==> src/rtl/see_pkg.sv <==
// Shared types and codes for the stack expression evaluator.
// No dependencies; used by every module of the block.
package see_pkg;

    localparam int STACK_WORDS_DEF = 256;

    localparam logic [2:0] OP_PUSH = 3'd0;
    localparam logic [2:0] OP_ADD  = 3'd1;
    localparam logic [2:0] OP_SUB  = 3'd2;
    localparam logic [2:0] OP_MUL  = 3'd3;
    localparam logic [2:0] OP_DIV  = 3'd4;
    localparam logic [2:0] OP_REM  = 3'd5;
    localparam logic [2:0] OP_NEG  = 3'd6;
    localparam logic [2:0] OP_FUNC = 3'd7;

    localparam logic [2:0] ST_OK        = 3'd0;
    localparam logic [2:0] ST_OVERFLOW  = 3'd1;
    localparam logic [2:0] ST_UNDERFLOW = 3'd2;
    localparam logic [2:0] ST_DIVZERO   = 3'd3;
    localparam logic [2:0] ST_INVALID   = 3'd4;
    localparam logic [2:0] ST_DEPTH     = 3'd5;

    typedef struct packed {
        logic [2:0]  operation;
        logic        number_type;
        logic [31:0] push_value;
        logic        end_of_program;
    } t_in_beat;

    typedef struct packed {
        logic [31:0] result_word;
        logic [2:0]  status;
    } t_out_beat;

    typedef struct packed {
        logic        start;
        logic [2:0]  op;
        logic        is_float;
        logic [31:0] a;
        logic [31:0] b;
    } t_alu_req;

    typedef struct packed {
        logic        done;
        logic        div_zero;
        logic [31:0] result;
    } t_alu_rsp;

endpackage

==> src/rtl/see_alu.sv <==
// Shared multi-cycle arithmetic unit: integer add, sub, mul, div, rem and IEEE single add, sub, mul, div.
// One multiplier, one restoring divider and a bit-serial normalizer. Depends on see_pkg.
module see_alu (
    input  logic              i_clk,
    input  logic              i_rst_n,
    input  see_pkg::t_alu_req i_req,
    output see_pkg::t_alu_rsp o_rsp
);
    import see_pkg::*;

    localparam int EW = 11;
    localparam int MW = 28;
    localparam logic signed [EW-1:0] E_ONE  = 11'sd1;
    localparam logic signed [EW-1:0] E_LOW  = -11'sd27;
    localparam logic signed [EW-1:0] E_BIAS = 11'sd127;
    localparam logic signed [EW-1:0] E_MAX  = 11'sd255;
    localparam logic signed [EW-1:0] E_SH   = 11'sd28;
    localparam logic [31:0] F_QNAN = 32'h7FC0_0000;
    localparam logic [30:0] F_INF  = 31'h7F80_0000;

    typedef enum logic [8:0] {
        A_IDLE    = 9'b000000001,
        A_PRENORM = 9'b000000010,
        A_ALIGN   = 9'b000000100,
        A_MUL     = 9'b000001000,
        A_MULRES  = 9'b000010000,
        A_DIV     = 9'b000100000,
        A_DIVRES  = 9'b001000000,
        A_NORM    = 9'b010000000,
        A_ROUND   = 9'b100000000
    } t_astate;

    t_astate r_state, n_state;
    logic [2:0]  r_op, n_op;
    logic        r_flt, n_flt;
    logic        r_sa, n_sa, r_sb, n_sb, r_sgn, n_sgn;
    logic signed [EW-1:0] r_ea, n_ea, r_eb, n_eb, r_exp, n_exp;
    logic [23:0] r_ma, n_ma, r_mb, n_mb;
    logic [31:0] r_rem, n_rem, r_num, n_num, r_den, n_den, r_quo, n_quo;
    logic [5:0]  r_cnt, n_cnt;
    logic [47:0] r_prod, n_prod;
    logic [MW-1:0] r_man, n_man;
    logic [31:0] r_res, n_res;
    logic        r_done, n_done, r_dz, n_dz;

    // operand unpack
    logic [7:0]  fe_a, fe_b;
    logic        nan_a, nan_b, inf_a, inf_b, zero_a, zero_b, sb_eff, s_x;
    logic        sp_hit;
    logic [31:0] sp_word;

    assign fe_a   = i_req.a[30:23];
    assign fe_b   = i_req.b[30:23];
    assign nan_a  = (fe_a == 8'hFF) && (i_req.a[22:0] != 23'd0);
    assign nan_b  = (fe_b == 8'hFF) && (i_req.b[22:0] != 23'd0);
    assign inf_a  = (fe_a == 8'hFF) && (i_req.a[22:0] == 23'd0);
    assign inf_b  = (fe_b == 8'hFF) && (i_req.b[22:0] == 23'd0);
    assign zero_a = (i_req.a[30:0] == 31'd0);
    assign zero_b = (i_req.b[30:0] == 31'd0);
    assign sb_eff = i_req.b[31] ^ (i_req.op == OP_SUB);
    assign s_x    = i_req.a[31] ^ i_req.b[31];

    always_comb begin
        sp_hit  = 1'b1;
        sp_word = F_QNAN;
        case (i_req.op)
            OP_ADD, OP_SUB: begin
                if (nan_a || nan_b) begin
                    sp_word = F_QNAN;
                end else if (inf_a && inf_b) begin
                    sp_word = (i_req.a[31] == sb_eff) ? {i_req.a[31], F_INF} : F_QNAN;
                end else if (inf_a) begin
                    sp_word = {i_req.a[31], F_INF};
                end else if (inf_b) begin
                    sp_word = {sb_eff, F_INF};
                end else if (zero_a && zero_b) begin
                    sp_word = {i_req.a[31] & sb_eff, 31'd0};
                end else if (zero_a) begin
                    sp_word = {sb_eff, i_req.b[30:0]};
                end else if (zero_b) begin
                    sp_word = i_req.a;
                end else begin
                    sp_hit = 1'b0;
                end
            end
            OP_MUL: begin
                if (nan_a || nan_b || (inf_a && zero_b) || (zero_a && inf_b)) begin
                    sp_word = F_QNAN;
                end else if (inf_a || inf_b) begin
                    sp_word = {s_x, F_INF};
                end else if (zero_a || zero_b) begin
                    sp_word = {s_x, 31'd0};
                end else begin
                    sp_hit = 1'b0;
                end
            end
            default: begin
                if (nan_a || nan_b || (inf_a && inf_b) || (zero_a && zero_b)) begin
                    sp_word = F_QNAN;
                end else if (inf_a || zero_b) begin
                    sp_word = {s_x, F_INF};
                end else if (inf_b || zero_a) begin
                    sp_word = {s_x, 31'd0};
                end else begin
                    sp_hit = 1'b0;
                end
            end
        endcase
    end

    // alignment adder
    logic              a_big;
    logic signed [EW-1:0] e_hi, e_lo, e_diff;
    logic [23:0]       m_hi, m_lo;
    logic [4:0]        sh;
    logic [MW-1:0]     big_m, lo_full, lo_al, sum;
    logic              lo_st;

    assign a_big   = (r_ea > r_eb) || ((r_ea == r_eb) && (r_ma >= r_mb));
    assign e_hi    = a_big ? r_ea : r_eb;
    assign e_lo    = a_big ? r_eb : r_ea;
    assign m_hi    = a_big ? r_ma : r_mb;
    assign m_lo    = a_big ? r_mb : r_ma;
    assign e_diff  = e_hi - e_lo;
    assign sh      = (e_diff > E_SH) ? 5'd28 : e_diff[4:0];
    assign big_m   = {1'b0, m_hi, 3'b000};
    assign lo_full = {1'b0, m_lo, 3'b000};
    assign lo_st   = |(lo_full & ~({MW{1'b1}} << sh));
    assign lo_al   = (lo_full >> sh) | {{(MW-1){1'b0}}, lo_st};
    assign sum     = (r_sa == r_sb) ? big_m + lo_al : big_m - lo_al;

    // multiplier
    logic [31:0] mul_x, mul_y;
    logic [63:0] mul_full;

    assign mul_x    = r_flt ? {8'd0, r_ma} : r_num;
    assign mul_y    = r_flt ? {8'd0, r_mb} : r_den;
    assign mul_full = mul_x * mul_y;

    // divider step
    logic [32:0] d_t;
    logic [32:0] d_sub;
    logic        d_ge;

    assign d_t   = {r_rem, r_num[31]};
    assign d_sub = d_t - {1'b0, r_den};
    assign d_ge  = (d_t >= {1'b0, r_den});

    // rounding
    logic        rnd_inc;
    logic [24:0] rnd_m;
    logic [23:0] m_fin;
    logic signed [EW-1:0] e_fin;

    assign rnd_inc = r_man[2] & (r_man[1] | r_man[0] | r_man[3]);
    assign rnd_m   = {1'b0, r_man[26:3]} + {24'd0, rnd_inc};
    assign m_fin   = rnd_m[24] ? rnd_m[24:1] : rnd_m[23:0];
    assign e_fin   = r_exp + {{(EW-1){1'b0}}, rnd_m[24]};

    always_comb begin
        n_state = r_state;
        n_op    = r_op;
        n_flt   = r_flt;
        n_sa    = r_sa;
        n_sb    = r_sb;
        n_sgn   = r_sgn;
        n_ea    = r_ea;
        n_eb    = r_eb;
        n_exp   = r_exp;
        n_ma    = r_ma;
        n_mb    = r_mb;
        n_rem   = r_rem;
        n_num   = r_num;
        n_den   = r_den;
        n_quo   = r_quo;
        n_cnt   = r_cnt;
        n_prod  = r_prod;
        n_man   = r_man;
        n_res   = r_res;
        n_done  = 1'b0;
        n_dz    = r_dz;
        case (r_state)
            A_IDLE: begin
                if (i_req.start) begin
                    n_op  = i_req.op;
                    n_flt = i_req.is_float;
                    n_dz  = 1'b0;
                    if (i_req.is_float) begin
                        n_sa  = i_req.a[31];
                        n_sb  = sb_eff;
                        n_sgn = s_x;
                        n_ea  = (fe_a == 8'd0) ? E_ONE : $signed({3'b000, fe_a});
                        n_eb  = (fe_b == 8'd0) ? E_ONE : $signed({3'b000, fe_b});
                        n_ma  = {fe_a != 8'd0, i_req.a[22:0]};
                        n_mb  = {fe_b != 8'd0, i_req.b[22:0]};
                        if (sp_hit) begin
                            n_res  = sp_word;
                            n_done = 1'b1;
                        end else begin
                            n_state = A_PRENORM;
                        end
                    end else begin
                        case (i_req.op)
                            OP_ADD: begin
                                n_res  = i_req.a + i_req.b;
                                n_done = 1'b1;
                            end
                            OP_SUB: begin
                                n_res  = i_req.a - i_req.b;
                                n_done = 1'b1;
                            end
                            OP_MUL: begin
                                n_num   = i_req.a;
                                n_den   = i_req.b;
                                n_state = A_MUL;
                            end
                            OP_DIV, OP_REM: begin
                                if (i_req.b == 32'd0) begin
                                    n_res  = 32'd0;
                                    n_dz   = 1'b1;
                                    n_done = 1'b1;
                                end else begin
                                    n_sa    = i_req.a[31];
                                    n_sb    = i_req.b[31];
                                    n_num   = i_req.a[31] ? 32'd0 - i_req.a : i_req.a;
                                    n_den   = i_req.b[31] ? 32'd0 - i_req.b : i_req.b;
                                    n_rem   = 32'd0;
                                    n_cnt   = 6'd32;
                                    n_state = A_DIV;
                                end
                            end
                            default: begin
                                n_res  = 32'd0;
                                n_done = 1'b1;
                            end
                        endcase
                    end
                end
            end
            A_PRENORM: begin
                if (r_ma[23] && r_mb[23]) begin
                    case (r_op)
                        OP_ADD, OP_SUB: begin
                            n_state = A_ALIGN;
                        end
                        OP_MUL: begin
                            n_exp   = r_ea + r_eb - E_BIAS;
                            n_state = A_MUL;
                        end
                        default: begin
                            n_exp   = r_ea - r_eb + E_BIAS;
                            n_rem   = {9'd0, r_ma[23:1]};
                            n_num   = {r_ma[0], 31'd0};
                            n_den   = {8'd0, r_mb};
                            n_cnt   = 6'd27;
                            n_state = A_DIV;
                        end
                    endcase
                end else begin
                    if (!r_ma[23]) begin
                        n_ma = {r_ma[22:0], 1'b0};
                        n_ea = r_ea - E_ONE;
                    end
                    if (!r_mb[23]) begin
                        n_mb = {r_mb[22:0], 1'b0};
                        n_eb = r_eb - E_ONE;
                    end
                end
            end
            A_ALIGN: begin
                if (sum == {MW{1'b0}}) begin
                    n_res   = 32'd0;
                    n_done  = 1'b1;
                    n_state = A_IDLE;
                end else begin
                    n_man   = sum;
                    n_exp   = e_hi;
                    n_sgn   = a_big ? r_sa : r_sb;
                    n_state = A_NORM;
                end
            end
            A_MUL: begin
                n_prod  = mul_full[47:0];
                n_state = A_MULRES;
            end
            A_MULRES: begin
                if (r_flt) begin
                    n_man   = {r_prod[47:21], |r_prod[20:0]};
                    n_state = A_NORM;
                end else begin
                    n_res   = r_prod[31:0];
                    n_done  = 1'b1;
                    n_state = A_IDLE;
                end
            end
            A_DIV: begin
                n_rem = d_ge ? d_sub[31:0] : d_t[31:0];
                n_num = {r_num[30:0], 1'b0};
                n_quo = {r_quo[30:0], d_ge};
                n_cnt = r_cnt - 6'd1;
                if (r_cnt == 6'd1) begin
                    n_state = A_DIVRES;
                end
            end
            A_DIVRES: begin
                if (r_flt) begin
                    n_man   = {1'b0, r_quo[26:1], r_quo[0] | (r_rem != 32'd0)};
                    n_state = A_NORM;
                end else begin
                    if (r_op == OP_REM) begin
                        n_res = r_sa ? 32'd0 - r_rem : r_rem;
                    end else begin
                        n_res = (r_sa ^ r_sb) ? 32'd0 - r_quo : r_quo;
                    end
                    n_done  = 1'b1;
                    n_state = A_IDLE;
                end
            end
            A_NORM: begin
                if (r_man[27]) begin
                    n_man = {1'b0, r_man[27:2], r_man[1] | r_man[0]};
                    n_exp = r_exp + E_ONE;
                end else if (r_exp <= E_LOW) begin
                    n_man = {{(MW-1){1'b0}}, 1'b1};
                    n_exp = E_ONE;
                end else if (r_exp < E_ONE) begin
                    n_man = {1'b0, r_man[27:2], r_man[1] | r_man[0]};
                    n_exp = r_exp + E_ONE;
                end else if (!r_man[26] && (r_exp > E_ONE)) begin
                    n_man = {r_man[26:0], 1'b0};
                    n_exp = r_exp - E_ONE;
                end else begin
                    n_state = A_ROUND;
                end
            end
            A_ROUND: begin
                if (e_fin >= E_MAX) begin
                    n_res = {r_sgn, F_INF};
                end else begin
                    n_res = {r_sgn, m_fin[23] ? e_fin[7:0] : 8'd0, m_fin[22:0]};
                end
                n_done  = 1'b1;
                n_state = A_IDLE;
            end
            default: begin
                n_state = A_IDLE;
            end
        endcase
    end

    always_ff @(posedge i_clk) begin
        if (!i_rst_n) begin
            r_state <= A_IDLE;
            r_done  <= 1'b0;
        end else begin
            r_state <= n_state;
            r_done  <= n_done;
        end
    end

    always_ff @(posedge i_clk) begin
        r_op   <= n_op;
        r_flt  <= n_flt;
        r_sa   <= n_sa;
        r_sb   <= n_sb;
        r_sgn  <= n_sgn;
        r_ea   <= n_ea;
        r_eb   <= n_eb;
        r_exp  <= n_exp;
        r_ma   <= n_ma;
        r_mb   <= n_mb;
        r_rem  <= n_rem;
        r_num  <= n_num;
        r_den  <= n_den;
        r_quo  <= n_quo;
        r_cnt  <= n_cnt;
        r_prod <= n_prod;
        r_man  <= n_man;
        r_res  <= n_res;
        r_dz   <= n_dz;
    end

    assign o_rsp.done     = r_done;
    assign o_rsp.div_zero = r_dz;
    assign o_rsp.result   = r_res;

endmodule

==> config.mk <==
export PLATFORM = sky130hd
export DESIGN_NAME = see_alu
export DESIGN_NICKNAME = d
export VERILOG_FILES = /design/src/rtl/see_pkg.sv /design/src/rtl/see_alu.sv
export SDC_FILE = /design/constraint.sdc
export NUM_CORES = 2
export LEC_CHECK = 0
export ABC_AREA = 0
export CAP_MARGIN = 20
export CORE_UTILIZATION = 40
export CTS_CLUSTER_DIAMETER = 100
export DETAILED_ROUTE_END_ITERATION = 8
export DONT_BUFFER_PORTS = 1
export GPL_TIMING_DRIVEN = 0
export PLACE_DENSITY = 0.57
export SYNTH_ARGS = -nofsm -noshare
export SYNTH_HDL_FRONTEND = slang
export SYNTH_SLANG_ARGS = --single-unit
==> constraint.sdc <==
create_clock -name i_clk -period 12 [get_ports i_clk]
set_input_delay 2.4 -clock i_clk [delete_from_list [all_inputs] [get_ports i_clk]]
set_output_delay 2.4 -clock i_clk [all_outputs]
set_load 0.05 [all_outputs]
==> results.json <==
{
  "gp_congestion": 1.05,
  "gr-total-overflow": 0,
  "grt_pass1_vias": 53140,
  "io_pins": 105,
  "dr.pass1.iters": 8,
  "status": "completed",
  "path_max_fanout": 10,
  "setup_viol": 0,
  "coreArea_um2": 148000,
  "yosysSeqAreaShare_pct": 17.1,
  "drv_cap": 0,
  "relSlewSlack_pct": 7.45,
  "core.rowCount": 141,
  "slowest_stage": "clkbuf_1",
  "cpPeakStageDelay_ns": 0.79,
  "wirelength_mm": 274,
  "grt_antenna_before_repair": 27,
  "ant_nets": 0,
  "crit_type": "flop to flop",
  "synth_cells": 7131,
  "finClkSkew_ns": 0.0210,
  "synth_edf_count": 331,
  "crit_required_ns": 12.28,
  "clk_path_buf_depth": 3,
  "hold_viol": 0,
  "cts_tree": "yes",
  "multi_input_area_um2": 44000,
  "vias_per_cell": 5.96,
  "worst_pin_slew_ns": 1.37,
  "worstHoldEndpoint": "r_quo[30]",
  "die_area_um2": 150000,
  "synth_warnings": 0,
  "synth.distinct_cells": 121,
  "grt_usage_pct": 36.0,
  "worstHoldPathCells": 0,
  "syn_nets": 8361,
  "drive_gt1_share_pct": 4.63,
  "rrSetupSlack_ns": 0.28,
  "cpMostUsedCell": "fa_1",
  "cts_hold_buf": 0,
  "drc": 0,
  "path_clk_slew_ns": 0.07,
  "grt_max_degree": 35,
  "setup_ws_ns": 0.279,
  "wire_per_inst_um": 29.7,
  "cp.arrival_ns": 12.01,
  "layout_min_cycle_time_ns": 11.72,
  "die_h_um": 387,
  "synth_flop_cell": "edfxtp_1",
  "rr_endpoint": "r_prod[47]",
  "drt_iter0_markers": 7101,
  "root_buffer": "clkbuf_16",
  "nNetsFinal": 8473,
  "detailed_place_hpwl_mm": 229,
  "grt_pass1_wl_mm": 388,
  "chipWidth_um": 387,
  "num_vias": 54896,
  "crit_path_start": "r_flt",
  "worstHoldStart": "r_quo[29]",
  "portBuffers": 0,
  "async_flop_share_pct": 0,
  "finalMaxSlewViolations": 0,
  "syn_area_per_cell_um2": 8.34,
  "clk_latency_ns": 0.60,
  "synth-seq-cells": 341,
  "syn_area_um2": 59400,
  "fill_cells": 14921,
  "numCtsBuffers": 39,
  "endpoint_kind": "flop",
  "worst-r2r-cell-count": 33,
  "cts.sinks": 341,
  "worstHoldPathType": "flop to flop",
  "fin_crit_sh_pct": 97.7,
  "h-tree-depth": 2,
  "critPathLaunchType": "flop",
  "clock.fmax_mhz": 85.3,
  "r2r_start": "r_flt",
  "regArea_um2": 10100,
  "initial_utilization_pct": 40.3,
  "area_growth_pct": 8.35,
  "preCtsSetupSlack_ns": -1.27
}
[repair_timing]
action | in CTS | in global routing
setup endpoints to repair | 88 | 86
gates resized for setup | 50 | 86
pin swaps | 3 | 9
cloned | 0 | 0
buffers inserted | 14 | 22
[synthesized netlist by cell type, types with 16 or more instances]
library cell	n	area (µm²)
nand2_1	1220	4580
inv_1	1094	4110
fa_1	788	15800
nor2_1	469	1760
ha_1	371	4640
a21oi_1	337	1690
clkbuf_1	332	1250
edfxtp_1	331	9940
o21ai_0	322	1610
xnor2_1	246	2150
and2_1	144	901
nor3_1	126	631
xor2_1	126	1100
nand3_1	123	616
a21o_1	82	616
o31ai_1	64	480
nor2b_1	61	382
mux2i_1	57	571
or3_1	56	350
a31oi_1	45	282
and3_1	39	244
nand2b_1	38	238
a222oi_1	36	360
o21bai_1	36	270
a211oi_1	35	263
nand3b_1	33	248
nand4_1	33	206
o211ai_1	33	248
nor4_1	32	200
buf_1	30	113
o21a_1	25	188
nor3b_1	22	165
a221oi_1	20	175
or4_1	19	143
o221ai_1	18	158
a21boi_0	17	128
or2_2	17	106
o22ai_1	16	100
[metal layers]
metal  part of all wire [%]  global-route usage (%)
met2                     42                    52.1
met1                     43                    51.4
met4                    3.6                    11.6
met3                     12                    10.4
met5                  0.043                       0
[per-stage QoR]
stage	instance area, µm²	TNS, ns	util (%)	std cells	hold WS [ns]
3_5_place_dp	62300	-92.74	42.2	9097	0.488
4_1_cts	64000	0	43.3	9180	0.501
3_3_place_gp	61900	-175.48	41.9	9061	0.485
5_1_grt	64400	-0.617	43.6	9204	0.510
2_1_floorplan	59400	0	-	7131	0.462
6_report	64400	0	43.6	9209	0.501
[area by class of cell]
cell class	instances	area share [%]
antenna	7	0.0272
buffer	371	2.39
inverter	1096	6.39
tap	1930	3.75
sequential	341	15.7
multi-input combinational	5314	68.4
timing repair buffer	80	1.22
clock inverter	27	0.503
clock buffer	43	1.60
[sequential cells by signal, summed over array words and instances, names as in the netlist, 28 cells and up]
name / count
r_quo: 32
r_num: 32
r_rem: 32
r_prod: 48
r_man: 28
r_den: 32
r_res: 32
[worst max path at each step]
stage,end,cells after the start
6_report,r_prod[47],33
5_1_grt,r_exp[8],47
4_1_cts,r_prod[47],36
3_5_place_dp,r_res[14],44
3_3_place_gp,r_man[9],45
2_1_floorplan,r_man[0],46
[cells by family after synthesis]
| kind of cell | count (synthesis) | share of synthesized area [%] |
|---|---|---|
| buf+inv | 1476 | 9.42 |
| mux | 69 | 1.20 |
| compound gates | 1252 | 13.8 |
| fa+ha+maj | 1159 | 34.3 |
| xor+xnor | 373 | 5.53 |
| simple gates | 2461 | 18.6 |
| flops | 341 | 17.1 |
[cell usage in the layout, fill, tap and decap left out, drive strengths merged, types with 33 or more instances in the layout]
cell	netlist	routed
nand2	1221	1221
inv	1095	1101
fa	788	788
nor2	471	471
clkbuf	333	373
ha	371	371
a21oi	338	338
edfxtp	331	331
o21ai	330	330
xnor2	247	247
and2	144	144
nor3	126	126
xor2	126	126
nand3	124	124
buf	47	120
a21o	82	82
o31ai	65	65
nor2b	61	61
mux2i	58	58
or3	57	57
a31oi	45	45
and3	39	39
nand2b	38	38
a222oi	36	36
o21bai	36	36
a211oi	36	36
o211ai	34	34
nand4	34	34
nor4	34	34
nand3b	33	33
[critical path, delay by kind of cell, from the launching register on]
| kind | cells | cell delay (ns) |
|---|---|---|
| flops | 1 | 0.36 |
| compound gates | 9 | 2.78 |
| simple gates | 6 | 1.48 |
| xor+xnor | 1 | 0.24 |
| buf+inv | 8 | 2.33 |
| fa+ha+maj | 9 | 4.21 |
Power is not shown: default switching activity piles up to over one toggle a cycle in this logic, so the estimate is an artifact.
